### config.mk
export PLATFORM = sky130hd
export DESIGN_NAME = tof_height_filter_core
export DESIGN_NICKNAME = d
export VERILOG_FILES = /design/src/design/tof_hf_pkg.sv /design/src/design/tof_hf_front.sv /design/src/design/tof_hf_queue.sv /design/src/design/tof_hf_back.sv /design/src/design/tof_height_filter_core.sv
export SDC_FILE = /design/constraint.sdc
export NUM_CORES = 1
export LEC_CHECK = 0
export CELL_PAD_IN_SITES_DETAIL_PLACEMENT = 0
export CELL_PAD_IN_SITES_GLOBAL_PLACEMENT = 2
export CORE_MARGIN = 2
export CORE_UTILIZATION = 35
export CTS_CLUSTER_DIAMETER = 80
export DETAILED_ROUTE_END_ITERATION = 16
export DONT_BUFFER_PORTS = 1
export PLACE_DENSITY = 0.71
export SETUP_SLACK_MARGIN = 0.4
export SKIP_LAST_GASP = 1
export SLEW_MARGIN = 20
export SYNTH_ARGS = -nofsm -noshare
export SYNTH_HDL_FRONTEND = slang
export SYNTH_HIERARCHICAL = 1
export SYNTH_SLANG_ARGS = --single-unit
### constraint.sdc
create_clock -name clk -period 17.9 [get_ports clk]
set_input_delay 4.475 -clock clk [delete_from_list [all_inputs] [get_ports clk]]
set_output_delay 4.475 -clock clk [all_outputs]
set_load 0.05 [all_outputs]
### src/design/tof_hf_pkg.sv
// Package for the tof height filter: constants, register indexes and the
// item type passed from the front end to the filter back end. No dependencies.
package tof_hf_pkg;

    localparam int DistW     = 16;
    localparam int StrW      = 16;
    localparam int StampW    = 32;
    localparam int IntervalW = 8;
    localparam int HeightW   = 24;
    localparam int VelW      = 25;
    localparam int CfgIdxW   = 2;
    localparam int CfgDataW  = 16;

    localparam logic [7:0] HeaderByte = 8'h59;

    localparam logic [StrW-1:0]      StrengthLowReset  = 16'd500;
    localparam logic [StrW-1:0]      StrengthHighReset = 16'd60000;
    localparam logic [IntervalW-1:0] IntervalMinReset  = 8'd5;
    localparam logic [IntervalW-1:0] IntervalMaxReset  = 8'd50;

    // x / 10 == (x * Recip10) >> Recip10Shift for every x below 2**26
    localparam logic [23:0] Recip10      = 24'd13421773;
    localparam int          Recip10Shift = 27;

    localparam int QueueDepthDefault = 2;

    typedef enum logic [CfgIdxW-1:0] {
        CFG_STRENGTH_LOW  = 2'd0,
        CFG_STRENGTH_HIGH = 2'd1,
        CFG_INTERVAL_MIN  = 2'd2,
        CFG_INTERVAL_MAX  = 2'd3
    } cfg_index_t;

    typedef struct packed {
        logic                 header_ok;
        logic                 sample_taken;
        logic [DistW-1:0]     distance_cm;
        logic [IntervalW-1:0] interval_ms;
    } tof_hf_item_t;

endpackage

### src/design/tof_hf_front.sv
// Front end: takes input items, checks header and strength window, clamps
// the frame interval. Holds the configuration registers. Uses tof_hf_pkg.
module tof_hf_front (
    input  logic                                 clk,
    input  logic                                 rst_n,
    input  logic                                 push,
    input  logic [7:0]                           head_first,
    input  logic [7:0]                           head_second,
    input  logic [tof_hf_pkg::DistW-1:0]         distance_cm,
    input  logic [tof_hf_pkg::StrW-1:0]          strength,
    input  logic [tof_hf_pkg::StampW-1:0]        now_ms,
    input  logic                                 cfg_write_en,
    input  logic [tof_hf_pkg::CfgIdxW-1:0]       cfg_index,
    input  logic [tof_hf_pkg::CfgDataW-1:0]      cfg_data,
    input  logic                                 q_full,
    output logic                                 q_push,
    output tof_hf_pkg::tof_hf_item_t             q_item
);
    import tof_hf_pkg::*;

    logic [StrW-1:0]      strength_low_reg;
    logic [StrW-1:0]      strength_high_reg;
    logic [IntervalW-1:0] interval_min_reg;
    logic [IntervalW-1:0] interval_max_reg;
    logic [StampW-1:0]    last_stamp_reg;
    logic [StampW-1:0]    last_stamp_next;
    logic [IntervalW-1:0] interval_reg;
    logic [IntervalW-1:0] interval_next;

    logic                 accept;
    logic                 hdr_ok;
    logic                 str_ok;
    logic [StampW-1:0]    delta;
    logic [IntervalW-1:0] clamped;

    assign accept = push && !q_full;
    assign q_push = accept;
    assign hdr_ok = (head_first == HeaderByte) && (head_second == HeaderByte);
    assign str_ok = (strength > strength_low_reg) && (strength < strength_high_reg);
    assign delta  = now_ms - last_stamp_reg;

    always_comb
    begin
        if (delta < {{(StampW-IntervalW){1'b0}}, interval_min_reg})
        begin
            clamped = interval_min_reg;
        end
        else if (delta > {{(StampW-IntervalW){1'b0}}, interval_max_reg})
        begin
            clamped = interval_max_reg;
        end
        else
        begin
            clamped = delta[IntervalW-1:0];
        end
    end

    always_comb
    begin
        interval_next   = interval_reg;
        last_stamp_next = last_stamp_reg;
        if (accept && hdr_ok)
        begin
            interval_next   = clamped;
            last_stamp_next = now_ms;
        end
    end

    always_comb
    begin
        q_item.header_ok    = hdr_ok;
        q_item.sample_taken = hdr_ok && str_ok;
        q_item.distance_cm  = distance_cm;
        q_item.interval_ms  = hdr_ok ? clamped : interval_reg;
    end

    always_ff @(posedge clk or negedge rst_n)
    begin
        if (!rst_n)
        begin
            strength_low_reg  <= StrengthLowReset;
            strength_high_reg <= StrengthHighReset;
            interval_min_reg  <= IntervalMinReset;
            interval_max_reg  <= IntervalMaxReset;
        end
        else if (cfg_write_en)
        begin
            case (cfg_index_t'(cfg_index))
                CFG_STRENGTH_LOW:  strength_low_reg  <= cfg_data;
                CFG_STRENGTH_HIGH: strength_high_reg <= cfg_data;
                CFG_INTERVAL_MIN:  interval_min_reg  <= cfg_data[IntervalW-1:0];
                CFG_INTERVAL_MAX:  interval_max_reg  <= cfg_data[IntervalW-1:0];
                default: ;
            endcase
        end
    end

    always_ff @(posedge clk or negedge rst_n)
    begin
        if (!rst_n)
        begin
            last_stamp_reg <= '0;
            interval_reg   <= '0;
        end
        else
        begin
            last_stamp_reg <= last_stamp_next;
            interval_reg   <= interval_next;
        end
    end

endmodule

### src/design/tof_hf_queue.sv
// Short item queue between the front end and the filter back end.
// Uses tof_hf_pkg for the item type.
module tof_hf_queue #(
    parameter int DEPTH = tof_hf_pkg::QueueDepthDefault
) (
    input  logic                     clk,
    input  logic                     rst_n,
    input  logic                     push,
    input  tof_hf_pkg::tof_hf_item_t in_item,
    output logic                     full,
    input  logic                     pop,
    output logic                     empty,
    output tof_hf_pkg::tof_hf_item_t out_item
);
    import tof_hf_pkg::*;

    localparam int PtrW = (DEPTH > 1) ? $clog2(DEPTH) : 1;
    localparam int CntW = $clog2(DEPTH + 1);

    tof_hf_item_t    mem_reg [DEPTH];
    logic [PtrW-1:0] wr_ptr_reg;
    logic [PtrW-1:0] wr_ptr_next;
    logic [PtrW-1:0] rd_ptr_reg;
    logic [PtrW-1:0] rd_ptr_next;
    logic [CntW-1:0] count_reg;
    logic [CntW-1:0] count_next;
    logic            do_wr;
    logic            do_rd;

    assign full     = (count_reg == CntW'(DEPTH));
    assign empty    = (count_reg == '0);
    assign do_wr    = push && !full;
    assign do_rd    = pop && !empty;
    assign out_item = mem_reg[rd_ptr_reg];

    always_comb
    begin
        wr_ptr_next = wr_ptr_reg;
        rd_ptr_next = rd_ptr_reg;
        count_next  = count_reg;
        if (do_wr)
        begin
            wr_ptr_next = (wr_ptr_reg == PtrW'(DEPTH - 1)) ? '0 : wr_ptr_reg + 1'b1;
        end
        if (do_rd)
        begin
            rd_ptr_next = (rd_ptr_reg == PtrW'(DEPTH - 1)) ? '0 : rd_ptr_reg + 1'b1;
        end
        if (do_wr && !do_rd)
        begin
            count_next = count_reg + 1'b1;
        end
        else if (do_rd && !do_wr)
        begin
            count_next = count_reg - 1'b1;
        end
    end

    always_ff @(posedge clk)
    begin
        if (do_wr)
        begin
            mem_reg[wr_ptr_reg] <= in_item;
        end
    end

    always_ff @(posedge clk or negedge rst_n)
    begin
        if (!rst_n)
        begin
            wr_ptr_reg <= '0;
            rd_ptr_reg <= '0;
            count_reg  <= '0;
        end
        else
        begin
            wr_ptr_reg <= wr_ptr_next;
            rd_ptr_reg <= rd_ptr_next;
            count_reg  <= count_next;
        end
    end

endmodule

### src/design/tof_hf_back.sv
// Back end: runs the height filter update on each queued item with a taken sample and holds the
// result in an output register until it is popped. Uses tof_hf_pkg.
module tof_hf_back (
    input  logic                                   clk,
    input  logic                                   rst_n,
    input  logic                                   q_empty,
    input  tof_hf_pkg::tof_hf_item_t               q_item,
    output logic                                   q_pop,
    input  logic                                   pop,
    output logic                                   empty,
    output logic                                   header_ok,
    output logic                                   sample_taken,
    output logic [tof_hf_pkg::HeightW-1:0]         height_q8,
    output logic signed [tof_hf_pkg::VelW-1:0]     velocity_q8,
    output logic [tof_hf_pkg::IntervalW-1:0]       interval_ms
);
    import tof_hf_pkg::*;

    localparam int ProdW = HeightW + 24;
    localparam int QuotW = ProdW - Recip10Shift;

    logic [HeightW-1:0]     height_reg;
    logic [HeightW-1:0]     height_next;
    logic signed [VelW-1:0] vel_reg;
    logic signed [VelW-1:0] vel_next;
    logic                   out_valid_reg;
    logic                   out_valid_next;

    logic [HeightW-1:0]     sample;
    logic signed [VelW-1:0] diff;
    logic                   neg;
    logic [HeightW-1:0]     mag;
    logic [ProdW-1:0]       prod;
    logic [QuotW-1:0]       quot;
    logic signed [VelW-1:0] quot_s;
    logic signed [VelW-1:0] step;
    logic signed [VelW-1:0] sum;

    assign q_pop = !q_empty && (!out_valid_reg || pop);
    assign empty = !out_valid_reg;

    // Divide by ten with truncation toward zero: work on the magnitude.
    assign sample = {q_item.distance_cm, 8'h00};
    assign diff   = $signed({1'b0, sample}) - $signed({1'b0, height_reg});
    assign neg    = diff[VelW-1];
    assign mag    = neg ? HeightW'(-diff) : diff[HeightW-1:0];
    assign prod   = {{(ProdW-HeightW){1'b0}}, mag} * {{(ProdW-24){1'b0}}, Recip10};
    assign quot   = prod[ProdW-1:Recip10Shift];
    assign quot_s = $signed({{(VelW-QuotW){1'b0}}, quot});
    assign step   = neg ? -quot_s : quot_s;
    assign sum    = $signed({1'b0, height_reg}) + step;

    always_comb
    begin
        height_next    = height_reg;
        vel_next       = vel_reg;
        out_valid_next = out_valid_reg;
        if (q_pop && q_item.sample_taken)
        begin
            height_next = sum[HeightW-1:0];
            vel_next    = step;
        end
        if (q_pop)
        begin
            out_valid_next = 1'b1;
        end
        else if (pop)
        begin
            out_valid_next = 1'b0;
        end
    end

    always_ff @(posedge clk or negedge rst_n)
    begin
        if (!rst_n)
        begin
            height_reg    <= '0;
            vel_reg       <= '0;
            out_valid_reg <= 1'b0;
        end
        else
        begin
            height_reg    <= height_next;
            vel_reg       <= vel_next;
            out_valid_reg <= out_valid_next;
        end
    end

    // Result payload: load on each item moved out of the queue.
    always_ff @(posedge clk)
    begin
        if (q_pop)
        begin
            header_ok    <= q_item.header_ok;
            sample_taken <= q_item.sample_taken;
            height_q8    <= height_next;
            velocity_q8  <= vel_next;
            interval_ms  <= q_item.interval_ms;
        end
    end

endmodule

### src/design/tof_height_filter_core.sv
// An item accepted by the front end is written into a small queue, then into the result
// registers when the back end pops it. Throughput: one item per cycle while the result is
// empty or popped; the filter loop (subtract, multiply by 1/10, add) is in the back end.
// Reset: rst_n asynchronous, active low; config registers go to their defaults, height,
// velocity, interval and stamp to zero, and the queue empty.
module tof_height_filter_core #(
    parameter int QUEUE_DEPTH = tof_hf_pkg::QueueDepthDefault
) (
    input  logic                                 clk,
    input  logic                                 rst_n,
    input  logic                                 push,
    output logic                                 full,
    input  logic [7:0]                           head_first,
    input  logic [7:0]                           head_second,
    input  logic [tof_hf_pkg::DistW-1:0]         distance_cm,
    input  logic [tof_hf_pkg::StrW-1:0]          strength,
    input  logic [tof_hf_pkg::StampW-1:0]        now_ms,
    output logic                                 empty,
    input  logic                                 pop,
    output logic                                 header_ok,
    output logic                                 sample_taken,
    output logic [tof_hf_pkg::HeightW-1:0]       height_q8,
    output logic signed [tof_hf_pkg::VelW-1:0]   velocity_q8,
    output logic [tof_hf_pkg::IntervalW-1:0]     interval_ms,
    input  logic                                 cfg_write_en,
    input  logic [tof_hf_pkg::CfgIdxW-1:0]       cfg_index,
    input  logic [tof_hf_pkg::CfgDataW-1:0]      cfg_data
);
    import tof_hf_pkg::*;

    logic         q_push;
    logic         q_full;
    logic         q_pop;
    logic         q_empty;
    tof_hf_item_t q_in;
    tof_hf_item_t q_out;

    assign full = q_full;

    tof_hf_front u_front (
        .clk          (clk),
        .rst_n        (rst_n),
        .push         (push),
        .head_first   (head_first),
        .head_second  (head_second),
        .distance_cm  (distance_cm),
        .strength     (strength),
        .now_ms       (now_ms),
        .cfg_write_en (cfg_write_en),
        .cfg_index    (cfg_index),
        .cfg_data     (cfg_data),
        .q_full       (q_full),
        .q_push       (q_push),
        .q_item       (q_in)
    );

    tof_hf_queue #(
        .DEPTH (QUEUE_DEPTH)
    ) u_queue (
        .clk      (clk),
        .rst_n    (rst_n),
        .push     (q_push),
        .in_item  (q_in),
        .full     (q_full),
        .pop      (q_pop),
        .empty    (q_empty),
        .out_item (q_out)
    );

    tof_hf_back u_back (
        .clk          (clk),
        .rst_n        (rst_n),
        .q_empty      (q_empty),
        .q_item       (q_out),
        .q_pop        (q_pop),
        .pop          (pop),
        .empty        (empty),
        .header_ok    (header_ok),
        .sample_taken (sample_taken),
        .height_q8    (height_q8),
        .velocity_q8  (velocity_q8),
        .interval_ms  (interval_ms)
    );

endmodule

; ---- Word level (Yosys, flattened, before mapping)
; Memory sizes are Yosys's and may differ from the RTL's.
; Cells that the tools add are included.
[totals]
register_bits = 201
ramBits = 52
in_bits = 103
output_inout_bits = 61
elab_cells = 78
mem_count = 1
[mem_list]
columns = name, depth, width, rd, rd_clocked_by_memory_dff, write_ports, line_no
row1 = u_queue.mem_reg, 2, 26, 1, 0, 1, tof_hf_queue.sv:20  ; tof_hf_item_t mem_reg [DEPTH];
[classes]
add_sub_neg = 9
n_mul = 1
order_cmp = 4
eq_ne = 6
mux = 15
n_reduce_logical = 25
[ops]
columns = operator, count
row1 = $mux W25, 2
row2 = $mul A24 B24 Y48 const B, 1
row3 = $mux W24, 2
row4 = $gt A32 B8 Y1, 1
row5 = $lt A32 B8 Y1, 1
row6 = $sub A32 B32 Y32, 1
row7 = $neg A21 Y25, 1
row8 = $sub A24 B24 Y25, 1
row9 = $add A24 B24 Y24, 1
row10 = $mux W8, 3
row11 = $neg A24 Y24, 1
row12 = $eq A8 B7 Y1 const B, 2
row13 = $gt A16 B16 Y1, 1
row14 = $lt A16 B16 Y1, 1
row15 = $logic_and A1 B1 Y1, 11
row16 = $reduce_and A2 Y1, 4
row17 = $eq A2 B2 Y1 const B, 3
row18 = $mux W1, 6
row19 = $logic_not A1 Y1, 5
row20 = $logic_not A2 Y1, 2
row21 = $mux W2, 2
row22 = $reduce_bool A2 Y1, 2
row23 = $add A1 B1 Y1 const B, 2
row24 = $add A2 B1 Y2 const B, 1
row25 = other kinds (3), 3

; ---- Depth between registers and ports, before layout
; Gate-level depths: netlist of run 1.
; An unclocked memory read counts as a cell.
[logic_depth]
ltp_word = 9
depth_mapped = 59

; ---- Modules after synthesis
; Netlist of run 1, hierarchy kept.
[modules_own_cells]
columns = mod, n_inst, cells_each, area_per_inst_um2, seq_area_each_um2
row1 = tof_hf_back, 1, 1796, 17675.7, 3022.9
row2 = tof_hf_front, 1, 836, 7121.8, 2224.6
row3 = tof_hf_queue, 1, 100, 2173.3, 1661.6

; ---- Worst setup path before layout of run 1
; No wires, ideal clock.
[synth_timing]
kind = reg2reg
startpoint = reg u_queue.rd_ptr_reg
endpoint = reg u_back/height_q8[23] (netlist bit) (data pin)
setup_ps = 269
t_arrival_ps = 13249
required_ps = 17631
setup_slack_ps = 4382
path_stages_with_launch = 53
n_path_buf = 1
synth_period_minus_slack_ps = 13518
path_cell_list = dfrtp_1 > buf_6 > mux2_2 > ha_1 > or3b_1 > o31a_1 > or4b_4 > a21boi_0 > o21ai_0 > a21oi_1 > o21a_1 > o21ai_0 > nor4b_1 > a2111oi_0 > a31oi_1 > xnor2_1 > xor2_1 > ha_1 > (+17 left out) > xor2_1 > or2_2 > a2111oi_4 > nand2_1 > o21a_1 > xor2_1 > ha_1 > or2_2 > a21oi_1 > o31ai_1 > o41ai_1 > o22ai_1 > or4_1 > o311ai_0 > o21a_1 > nor4_1 > a211oi_1 > nand3_1
[synth_lines]
columns = element, line_no
row1 = start: declaration, tof_hf_queue.sv:23  ; logic [PtrW-1:0] rd_ptr_reg;
row2 = start signal: assignment, tof_hf_queue.sv:78  ; rd_ptr_reg <= rd_ptr_next;
row3 = end signal: assignment, tof_hf_back.sv:96  ; height_q8 <= height_next;
row4 = end: declaration, tof_hf_back.sv:13  ; output logic [tof_hf_pkg::HeightW-1:0] height_q8,

==> results of run 1 <==
layout by cell type (no fill, tap or decap), drive strengths merged, types with 48 or more instances in the layout:
cell	n
mux2	87
dfrtp	124
xnor2	75
xor2	48
o21ai	141
inv	472
a21oi	144
ha	377
edfxtp	111
nand2	176
nor2	127
a21o	67
fa	223
worst paths after layout:
| path | to | from | slack [ns] |
|---|---|---|---|
| max | u_back/height_q8[23] | u_queue/rd_ptr_reg | 2.20 |
| min | u_back/vel_reg[22] | u_back/vel_reg[22] | 0.48 |
| max reg2reg | u_back/height_q8[23] | u_queue/rd_ptr_reg | 2.20 |
| min reg2reg | u_back/vel_reg[22] | u_back/vel_reg[22] | 0.48 |
| max in group asynchronous | u_front/strength_high_reg[11] | rst_n | 14.02 |
| min in group asynchronous | u_front/last_stamp_reg[13] | rst_n | 3.61 |
worst max-delay path, delay by kind of cell (launching register included):
kind            cells  cell delay (ns)
mux                 1             0.33
flops               1             0.36
buf+inv             4             0.22
xor+xnor            4             1.56
compound gates     21             5.78
fa+ha+maj          10             4.11
simple gates       11             3.05
layout make-up:
| cell class | instances | share of cell area (%) |
|---|---|---|
| multi-input combinational | 1933 | 61.8 |
| sequential | 253 | 23.9 |
| inverter | 466 | 6.04 |
| tap | 1030 | 4.45 |
| clock buffer | 35 | 2.59 |
| timing repair buffer | 29 | 0.752 |
| clock inverter | 15 | 0.450 |
| antenna | 2 | 0.0173 |
layer usage:
metal  global-route usage [%]  vias up  share of wire [%]
li1                         -     9293                  -
met1                     23.2     9209                 43
met2                     32.9      316                 49
met3                     3.79      101                5.1
met4                     5.73        4                2.9
met5                        0        -              0.045
kinds of logic after synthesis:
| group | after synthesis |
|---|---|
| compound gates | 548 |
| flops | 253 |
| mux | 93 |
| buf+inv | 546 |
| xor+xnor | 123 |
| simple gates | 569 |
| fa+ha+maj | 600 |
through the flow:
step / worst slack, ns / hold WS (ns) / area (um^2) / std cells
final: 2.20 / 0.478 / 28900 / 3763
after global routing: 1.21 / 0.500 / 28900 / 3763
after CTS: 2.13 / 0.483 / 28900 / 3761
after detailed placement: 2.24 / 0.468 / 28100 / 3711
after global placement: 2.51 / 0.461 / 28000 / 3711
after floorplan: 4.38 / 0.441 / 27000 / 2732
==> impl.org, run 1 <==
** Synth
- Total number of yosys warnings :: 6
- The synthesized netlist devotes 13.2% of its cell area to compound gates.
- Cells after synthesis :: 2732
- Mean instance size in the synthesized netlist :: 9.87 um^2
- Synth Area in Adders :: 34.0%
- Largest area contributor in the synthesized netlist :: sky130_fd_sc_hd__ha_1
- Proportion of synthesized chip area in sequential cells :: 25.6%
- Top cell type's share of synthesized area :: 17.5%
- Multiplexer cells account for 4.12% of the synthesized area.
- Simple-gate portion of the synthesized area :: 10.7%
- Counting flops with an async set or reset pin after synthesis yields a share of 56.1%.
- By area, the combinational part of the netlist is dominated by adder cells.
- The number of nets in the synthesized netlist is 3435.
- Number of flops mapped to enable cells by yosys :: 111
- XOR/XNOR share of the synthesized area :: 4.02%
- The netlist uses 105 different library cells.
- Dominant cells by area after synthesis :: sky130_fd_sc_hd__ha_1 17%, sky130_fd_sc_hd__fa_1 17%, sky130_fd_sc_hd__edfxtp_1 12%
- The most common cell in the synthesized netlist is sky130_fd_sc_hd__inv_1.
- Ranked by instance count, the synthesized netlist is headed by 466 x sky130_fd_sc_hd__inv_1, 377 x sky130_fd_sc_hd__ha_1, 223 x sky130_fd_sc_hd__fa_1, 175 x sky130_fd_sc_hd__nand2_1, 140 x sky130_fd_sc_hd__a21oi_1.
- After synthesis the cells add up to 27000 um^2.
- #FFs+latches synth :: 253
- Main flop type after synthesis :: sky130_fd_sc_hd__dfrtp_1

** STA
- Setup repair after global routing left no endpoint under its margin.
- The smallest clock period supported by the final layout is computed as 15.70 ns.
- On the final layout, the worst clock skew is 0.0116 ns.
- Maximum frequency from static timing analysis :: 63.7 MHz
- Final hold vios :: 0
- For the pin with the worst max-slew slack, the measured transition is 0.946 ns.
- The worst pin sits at a relative slew slack of 36.7%.
- Sum Neg Setup Slack :: 0 ns
- Number of pins with negative max-slew slack in the final report :: 0
- Setup violations remaining at the end of the flow were counted as 0.
- Post-route clock period utilization :: 87.7%

** Hold path
- Hold Crit Depth :: 1
- Type of the tightest min-delay check :: flop to flop

** Routing
- Remaining antenna violation count :: 0
- Remaining DRCs :: 0
- DR vias/cell :: 5.03
- Vias :: 18900
- For this run, the detailed router's first-pass iteration total came to 5.
- For this block, the routed nets add up to 73.0 mm of wire.
- Mean routed wirelength per cell :: 19.4 um
- In this run, the number of DRC markers left after iteration 0 of detailed routing was 1013.

** GRT
- The initial antenna violation count came to 3.
- Largest net degree at the start of global routing :: 143
- For this run, the total global-route usage over all layers was measured as 18.8%.
- The first global-routing pass estimated 115 mm of wire.
- Gr ovfl total :: 0
- Via count of the first global-routing pass :: 20100

** Clock tree
- Gates resized during post-CTS repair numbered 0.
- Clk sinks :: 253
- The number of setup buffers added after CTS is 0.
- Clock transition at the registers of the reported paths :: 0.06 ns
- TritonCTS built the clock tree.
- CTS built an H-tree with a depth of 1.
- The longest clock path from root to sink contains 3 buffers.
- Clock Tree Root :: sky130_fd_sc_hd__clkbuf_16
- The clock reaches the later pin of the worst-skew pair after 0.56 ns.
- In this run, post-CTS hold repair placed 0 buffers.
- The number of clock buffers added by TritonCTS is 27.

** Flow run
- Max-cap violations in this run came to 0.

** Layout
- Measured on the finished design, the core utilization comes to 38.0%.
- Flip-flop count of the largest register after layout :: 52
- The area growth from synthesis to layout is 7.29%.
- Fill cells in the final layout number 7711.
- In the final layout, flip-flops and latches occupy 6910 um^2.
- Multi-input logic area :: 17900 um^2
- Share of final-layout standard cells stronger than drive strength 1 :: 8.64%
- After the last flow step, the layout net total stands at 3413.

** Worst setup path
- STA puts the critical path data arrival time at 16.00 ns.
- Cell count of the worst reg-to-reg path :: 51
- By startpoint and endpoint, the worst setup path is classified as flop to flop.
- Setup crit end kind :: flop
- Standard cell with the maximum stage delay on the critical path :: sky130_fd_sc_hd__xor2_1
- For the worst setup path, the data required time is 18.19 ns.
- CP max FO :: 7
- On the worst path, the slowest cell contributes a delay of 0.78 ns.
- Kind of start point of the critical path :: flop

** Die
- Starting utilization of the core area :: 35.5%
- Number of core rows :: 101
- Core area :: 76100 um^2
- The die covers 79300 um^2.
- The die is 282 um wide.
- Number of top-level pins :: 164
- DIE HEIGHT :: 282 um

** Status
- The flow ran to the end, and the final reports show no timing, DRC or antenna violations.

** Placement
- Routability-driven placement finished with a final weighted congestion of 0.878.
- Input and output buffers added on the ports amount to 0.
- The wire-length estimate of the detail-placed layout is 60.9 mm.
Power of run 1 is not shown: default switching activity piles up to over one toggle a cycle in this logic, so the estimate is an artifact.
==> run 2: changes to the inputs <==
--- a/config.mk
+++ b/config.mk
@@ -5,7 +5,7 @@
 export SDC_FILE = /design/constraint.sdc
 export NUM_CORES = 1
 export LEC_CHECK = 0
-export CELL_PAD_IN_SITES_DETAIL_PLACEMENT = 0
+export CELL_PAD_IN_SITES_DETAIL_PLACEMENT = 2
 export CELL_PAD_IN_SITES_GLOBAL_PLACEMENT = 2
 export CORE_MARGIN = 2
 export CORE_UTILIZATION = 35
==> run 2 against run 1 <==
Net effect: critical path depth up 1; worst setup slack worse by 0.36 ns; register-to-register slack got worse by 0.36 ns; core utilization up 0.12 points; via count up 4.3%; sequential cell count stayed put; die area unchanged; routed wire length increased by 17%; sequential share of layout area fell by 0.073 points; first-iteration DRC count decreased by 22%; hold slack improved by 0.012 ns; fmax decreased by 2.2%; critical path type unchanged.
==> impl.org, run 2 (synthesized netlist as in run 1, its figures left out) <==
** Clock tree
- The clock-pin transition on the worst setup and hold timing paths was 0.07 ns (was 0.06 ns).
- The maximum level of the CTS H-tree is 1 (unchanged).
- Clock Tree Root :: sky130_fd_sc_hd__clkbuf_16 (unchanged)
- Clk sinks :: 253 (unchanged)
- Longest Clk Path Bufs :: 3 (unchanged)
- Hold-fix buffer count after cts :: 0 (unchanged)
- The post-cts repair resize count came to 0 (unchanged).
- Clock tree from TritonCTS :: yes (unchanged)
- The number of buffers added by the clock tree synthesis step was 28 (was 27).
- The clock latency on the worst-skew pair came to 0.57 ns (was 0.56 ns).
- The post-CTS setup-driven buffer insertion count was 0 (unchanged).

** Placement
- Gpl congestion :: 0.878 (unchanged)
- The number of input and output port buffers inserted is 0 (unchanged).
- The detailed-placement wirelength estimate was 71.3 mm (was 60.9 mm).
- The placement-stage cell area was 28100 um^2 (unchanged).

** STA
- The final setup TNS came to 0 ns (unchanged).
- Final setup viols :: 0 (unchanged)
- The peak clock frequency supported by timing came to 62.3 MHz (was 63.7 MHz).
- Setup repair after global routing missed its margin: no (unchanged).
- Final hold vios :: 0 (unchanged)
- The final critical delay including setup and external delays came to 16.06 ns (was 15.70 ns).
- The worst clock skew on the final layout is 0.0193 ns (was 0.0116 ns).
- Transition at the pin with the smallest max-transition slack :: 0.956 ns (was 0.946 ns)
- The headroom to the max-slew limit came to 36.1% (was 36.7%).
- The period utilization is 89.7% (was 87.7%).
- The number of max-slew violations in the final report is 0 (unchanged).

** Worst setup path
- The reg-to-reg critical path endpoint is u_back/height_q8[23] (unchanged).
- The kind of end point of the critical path is a flop (unchanged).
- The highest-delay cell along the critical path is sky130_fd_sc_hd__xor2_1 (unchanged).
- The worst endpoint data arrival time was 16.36 ns (was 16.00 ns).
- Largest incremental delay on the critical path :: 0.74 ns (was 0.78 ns)
- Worst flop-to-flop path startpoint :: u_queue/rd_ptr_reg (unchanged)
- Critical Setup Path Class :: flop to flop (unchanged)
- Start point of the critical path :: u_queue/rd_ptr_reg (unchanged)
- Worst setup path endpoint :: u_back/height_q8[23] (unchanged)
- Buf/Inv on CP :: 5 (was 4)
- The largest fanout on the critical path was 26 (was 7).
- The number of cell instances on the worst register-to-register path came to 52 (was 51).
- The launching element type of the critical path was a flop (unchanged).
- Reg-to-reg setup timing slack :: 1.84 ns (was 2.20 ns)
- Data required time of the critical path :: 18.20 ns (was 18.19 ns)
- Cell family with the largest share of critical-path delay :: compound AO/OA/AOI/OAI gates (unchanged)
- The cell count along the critical path came to 52 (was 51).

** Layout
- The number of nets in the final layout is 3414 (was 3413).
- Final Cell Area :: 29000 um^2 (was 28900 um^2)
- The number of antenna diodes is 0 (was 2).
- The synthesis-to-layout area growth is 7.62% (was 7.29%).
- Share of final-layout standard cells stronger than drive strength 1 :: 8.71% (was 8.64%)
- Flip-flop count of the largest register after layout :: 52 (unchanged)
- Commonest non-fill, non-tap cell in the layout :: sky130_fd_sc_hd__inv_1 (unchanged)
- Commonest cells after routing, fill and taps aside :: 466 x sky130_fd_sc_hd__inv_1, 377 x sky130_fd_sc_hd__ha_1, 223 x sky130_fd_sc_hd__fa_1, 174 x sky130_fd_sc_hd__nand2_1, 139 x sky130_fd_sc_hd__a21oi_1 (unchanged)

** Die
- The I/O pin count is 164 (unchanged).
- Horizontal die dimension :: 282 um (unchanged)
- The area of the die is 79300 um^2 (unchanged).
- The total core area was 76100 um^2 (unchanged).
- Number of core rows :: 101 (unchanged)
- The height of the die was 282 um (unchanged).
- Starting utilization of the core area :: 35.5% (unchanged)

** Hold path
- The startpoint of the lowest-slack hold path is u_back/vel_reg[24] (was u_back/vel_reg[22]).
- The class of the tightest hold or removal check is flop to flop (unchanged).

** Routing
- First-pass DRT Iterations :: 4 (was 5)
- The detailed router's first-iteration violation count was 794 (was 1013).
- Wire length after detailed routing :: 85.1 mm (was 73.0 mm)
- Mean routed wirelength per cell :: 22.6 um (was 19.4 um)
- Vias :: 19700 (was 18900)
- DR vias/cell :: 5.25 (was 5.03)
- Remaining DRCs :: 0 (unchanged)
- Remaining antenna violation count :: 0 (unchanged)

** GRT
- Global-route wire length before repair :: 135 mm (was 115 mm)
- Gr ovfl total :: 0 (unchanged)
- The via count of the first global-routing pass is 23300 (was 20100).
- Number of antenna violations at the first check in global routing :: 2 (was 3)
- Global-route total usage across every layer :: 21.9% (was 18.8%)
- The largest net degree at the start of global routing came to 143 (unchanged).

** Flow run
- The number of max-capacitance violations reported is 0 (unchanged).

** Status
- Outcome :: finished clean (unchanged)
-- run 2: cell types whose count changed in the layout (fill, tap and decap cells not counted), moves of 2 or more --
cell,previous run,this run
sky130_fd_sc_hd__clkinv_4,0,4
sky130_fd_sc_hd__inv_6,5,1
sky130_fd_sc_hd__bufinv_16,1,4
sky130_fd_sc_hd__clkbuf_8,4,1
sky130_fd_sc_hd__diode_2,2,0
-- run 2: worst min-delay path by stage --
| stage | end | slack [ns] | cells after the start |
|---|---|---|---|
| after floorplan | u_back/vel_reg[21] | 0.44 | 2 |
| after global routing | u_back/vel_reg[24] | 0.51 | 1 |
| final | u_back/vel_reg[24] | 0.49 | 1 |
| after global placement | u_back/vel_reg[22] | 0.46 | 1 |
| after detailed placement | u_back/vel_reg[24] | 0.48 | 1 |
| after CTS | u_back/vel_reg[24] | 0.49 | 1 |
-- run 2: worst reg2reg max path, delay by kind of cell (launching register included) --
| family | cells | cell delay (ns) |
|---|---|---|
| and+or+nand+nor | 9 | 2.10 |
| AOI/OAI and AO/OA | 23 | 6.61 |
| xor gates and xnor gates | 4 | 1.55 |
| muxes | 1 | 0.38 |
| buffers and inverters | 5 | 0.62 |
| DFF | 1 | 0.37 |
| adders and majority gates | 10 | 4.17 |
-- run 2: final cells by class --
cell class,instances,area (um^2)
timing repair buffer,29,218
multi-input combinational,1933,17900
clock buffer,32,726
fill,8299,47000
inverter,466,1750
clock inverter,20,248
tap,1030,1290
sequential,253,6910
-- run 2: stage by stage --
| step | util, % | setup WS [ns] | hold slack, ns | instances |
|---|---|---|---|---|
| 5_1_grt | 38.2 | 0.757 | 0.507 | 3763 |
| 3_3_place_gp | 36.9 | 2.51 | 0.461 | 3711 |
| 6_report | 38.2 | 1.84 | 0.491 | 3763 |
| 3_5_place_dp | 36.9 | 2.06 | 0.481 | 3711 |
| 4_1_cts | 38.2 | 1.91 | 0.494 | 3763 |
| 2_1_floorplan | - | 4.38 | 0.441 | 2732 |
-- run 2: metal layers --
metal  up-vias  track usage [%]  wire length, um
met4         4             5.44             2030
li1       9286                -                -
met1     10100             25.6            34500
met5         -                0               31
met2       269             41.5            45000
met3       102             3.46             3460
Power of run 2 is left out for the same reason.
==> run 3: changes to the inputs <==
--- a/config.mk
+++ b/config.mk
@@ -9,10 +9,11 @@
 export CELL_PAD_IN_SITES_GLOBAL_PLACEMENT = 2
 export CORE_MARGIN = 2
 export CORE_UTILIZATION = 35
-export CTS_CLUSTER_DIAMETER = 80
+export CTS_CLUSTER_DIAMETER = 120
 export DETAILED_ROUTE_END_ITERATION = 16
 export DONT_BUFFER_PORTS = 1
 export PLACE_DENSITY = 0.71
+export RECOVER_POWER = 50
 export SETUP_SLACK_MARGIN = 0.4
 export SKIP_LAST_GASP = 1
 export SLEW_MARGIN = 20
==> constraint.sdc (replaced) <==
create_clock -name clk -period 17.9 [get_ports clk]
set_input_delay 4.475 -clock clk [delete_from_list [all_inputs] [get_ports clk]]
set_output_delay 4.475 -clock clk [all_outputs]
set_load 0.01 [all_outputs]
==> run 3 against run 2 <==
Net effect: the run now ends with capacitance limit, slew limit left; die area stayed put; fmax is 0.38% higher; first-iteration DRC count is 1.6% lower; critical path type unchanged; non-clock buffer count stayed put; count of clock-buffer cells in the layout stayed put; sequential cell count stayed put; final cell count stayed put; core utilization is 0.074 points lower; via count is 0.11% higher.
==> impl.org, run 3 (synthesized netlist as in run 1, its figures left out) <==
** Status
- Outcome :: complete, but fails checks (was finished clean)
- The checks that failed: capacitance limit, slew limit.

** Worst setup path
- The number of cell instances on the worst register-to-register path came to 51 (was 52).
- Reg-to-reg setup timing slack :: 1.90 ns (was 1.84 ns)
- Buf/Inv on CP :: 4 (was 5)
- The largest fanout on the critical path is 7 (was 26).
- Standard cell with the maximum stage delay on the critical path :: sky130_fd_sc_hd__xor2_1 (unchanged)
- The launching element type of the critical path is a flop (unchanged).
- The worst endpoint data arrival time is 16.30 ns (was 16.36 ns).
- The reg-to-reg critical path endpoint is u_back/height_q8[23] (unchanged).
- The critical path data required time came to 18.20 ns (about the same).
- The largest incremental delay on the critical path was 0.74 ns (about the same).
- The source of the worst register-to-register timing path is u_queue/rd_ptr_reg (unchanged).
- Setup crit end kind :: flop (unchanged)
- Critical Setup Path Class :: flop to flop (unchanged)
- Cell family with the largest share of critical-path delay :: compound AO/OA/AOI/OAI gates (unchanged)

** STA
- The slew at the pin closest to its max-slew limit was 3.70 ns (was 0.956 ns).
- Final setup viols :: 0 (unchanged)
- The worst hold margin came to 0.491 ns (about the same).
- Clock period minus final worst setup slack :: 16.00 ns (was 16.06 ns)
- Number of pins with negative max-slew slack in the final report :: 115 (was 0)
- Setup repair after global routing missed its margin :: no (unchanged)
- The peak clock frequency supported by timing was 62.5 MHz (was 62.3 MHz).
- Final hold vios :: 0 (unchanged)
- The final setup TNS is 0 ns (unchanged).
- The headroom to the max-slew limit came to -147% (was 36.1%).
- Clock skew after layout :: 0.0221 ns (was 0.0193 ns)
- Post-route clock period utilization :: 89.4% (was 89.7%)

** Placement
- The routability-driven placement congestion ratio is 0.878 (unchanged).
- Instance count after placement with tap cells included :: 3711 (unchanged)
- The detailed-placement wirelength estimate was 71.3 mm (unchanged).
- Count of buffers inserted at the top-level ports :: 0 (unchanged)

** Hold path
- The number of cells traversed by the worst hold path is 1 (unchanged).
- Type of the tightest min-delay check :: flop to flop (unchanged)
- Worst hold endpoint :: u_back/vel_reg[24] (unchanged)
- Min-delay src :: u_back/vel_reg[24] (unchanged)

** Layout
- Layout area overhead :: 7.41% (was 7.62%)
- Fill cell count :: 8308 (was 8299)
- Utilization of the core after routing :: 38.1% (was 38.2%)
- The count of placed standard cells in the final layout, fillers left out is 3763 (unchanged).
- Share of final-layout standard cells stronger than drive strength 1 :: 8.20% (was 8.71%)
- The leading cell type in the layout, fill and taps excluded is sky130_fd_sc_hd__inv_1 (unchanged).
- Commonest cells after routing, fill and taps aside: 466 x sky130_fd_sc_hd__inv_1, 377 x sky130_fd_sc_hd__ha_1, 223 x sky130_fd_sc_hd__fa_1, 174 x sky130_fd_sc_hd__nand2_1, 140 x sky130_fd_sc_hd__a21oi_1 (was 466 x sky130_fd_sc_hd__inv_1, 377 x sky130_fd_sc_hd__ha_1, 223 x sky130_fd_sc_hd__fa_1, 174 x sky130_fd_sc_hd__nand2_1, 139 x sky130_fd_sc_hd__a21oi_1).
- The number of nets in the final layout came to 3414 (unchanged).
- The number of antenna diodes is 0 (unchanged).
- The number of flip-flops under the largest register name is 52 (unchanged).

** Flow run
- The number of max-capacitance violations reported came to 3 (was 0).

** Clock tree
- Clock transition at the registers of the reported paths :: 0.07 ns (about the same)
- Clk sinks :: 253 (unchanged)
- H-Tree Depth :: 1 (unchanged)
- The post-cts hold buffer count was 0 (unchanged).
- Clock tree from TritonCTS :: yes (unchanged)
- Clock insertion delay at the later pin of the skew report :: 0.58 ns (was 0.57 ns)
- Number of instances resized during post-cts repair :: 0 (unchanged)
- Clock Tree Root :: sky130_fd_sc_hd__clkbuf_16 (unchanged)
- The largest buffer count on any clock path came to 3 (unchanged).
- # Post-CTS Setup Buffers :: 0 (unchanged)
- Inserted Clock Buffers :: 28 (unchanged)

** GRT
- The initial antenna violation count was 2 (unchanged).
- Largest net degree at the start of global routing :: 143 (unchanged)
- The total routing resource utilization after global routing is 22.0% (was 21.9%).
- The via count of the first global-routing pass is 23300 (about the same).
- Gr ovfl total :: 0 (unchanged)
- Global-route wire length before repair :: 135 mm (about the same)

** Routing
- The average wire length per cell after detail routing was 22.7 um (was 22.6 um).
- DR vias/cell :: 5.25 (about the same)
- The number of optimization iterations in the first detailed-route pass came to 4 (unchanged).
- Wire length after detailed routing :: 85.3 mm (was 85.1 mm)
- Initial drt markers :: 781 (was 794)
- Remaining antenna violation count :: 0 (unchanged)
- The residual DRC count is 0 (unchanged).
- Vias :: 19800 (was 19700)

** Die
- Starting utilization of the core area :: 35.5% (unchanged)
- The I/O pin count was 164 (unchanged).
- The area of the die came to 79300 um^2 (unchanged).
- The height of the die was 282 um (unchanged).
- The row count came to 101 (unchanged).
- Core area :: 76100 um^2 (unchanged)
- Horizontal die dimension :: 282 um (unchanged)
==> run 3: cell types whose count changed in the layout (fill, tap and decap cells not counted), moves of 5 or more <==
cell	change
sky130_fd_sc_hd__clkbuf_1	+5
sky130_fd_sc_hd__mux2_1	+7
sky130_fd_sc_hd__buf_4	-5
sky130_fd_sc_hd__mux2_4	-6
==> run 3: worst max path at each step <==
| stage | startpoint | endpoint | slack, ns | cells past startpoint |
|---|---|---|---|---|
| floorplan | u_queue/rd_ptr_reg | u_back/height_q8[23] | 4.38 | 52 |
| global placement | u_queue/rd_ptr_reg | u_back/height_q8[23] | 2.51 | 51 |
| detailed placement | u_queue/rd_ptr_reg | u_back/height_q8[23] | 2.06 | 51 |
| CTS | u_queue/rd_ptr_reg | u_back/height_q8[23] | 1.93 | 51 |
| global route | u_queue/rd_ptr_reg | u_back/height_q8[23] | 0.81 | 52 |
| finish | u_queue/rd_ptr_reg | u_back/height_q8[23] | 1.90 | 51 |
==> run 3: layer usage <==
metal	vias up	track usage (%)	wire length, um
met1	10100	25.6	34600
met3	106	3.46	3480
met2	255	41.6	45200
li1	9282	-	-
met5	-	0	31
met4	4	5.52	2060
==> run 3: per-stage QoR <==
stage | worst slack (ns) | cell area, um^2
finish | 1.90 | 29000
global route | 0.808 | 29000
CTS | 1.93 | 29000
detailed placement | 2.06 | 28100
global placement | 2.51 | 28000
floorplan | 4.38 | 27000
==> run 3: worst reg2reg max path: cells and delay by family (launching register included) <==
kind                     cells  cell delay, ns
flip-flops                   1            0.37
buffers and inverters        4            0.21
AO/OA/AOI/OAI               21            5.95
multiplexers                 1            0.34
adder cells (fa/ha/maj)     10            4.16
AND/OR/NAND/NOR             11            3.13
XOR/XNOR                     4            1.54
==> run 3: area by class of cell <==
cell class / instances / area [um^2] / area share (%)
well taps: 1030 / 1290 / 4.45
clock buffers: 32 / 726 / 2.50
multi-input cells: 1933 / 17800 / 61.6
flip-flops and latches: 253 / 6910 / 23.9
repair buffers: 29 / 199 / 0.687
clock inverters: 20 / 249 / 0.859
inverters: 466 / 1750 / 6.04
Power of run 3 is left out for the same reason.
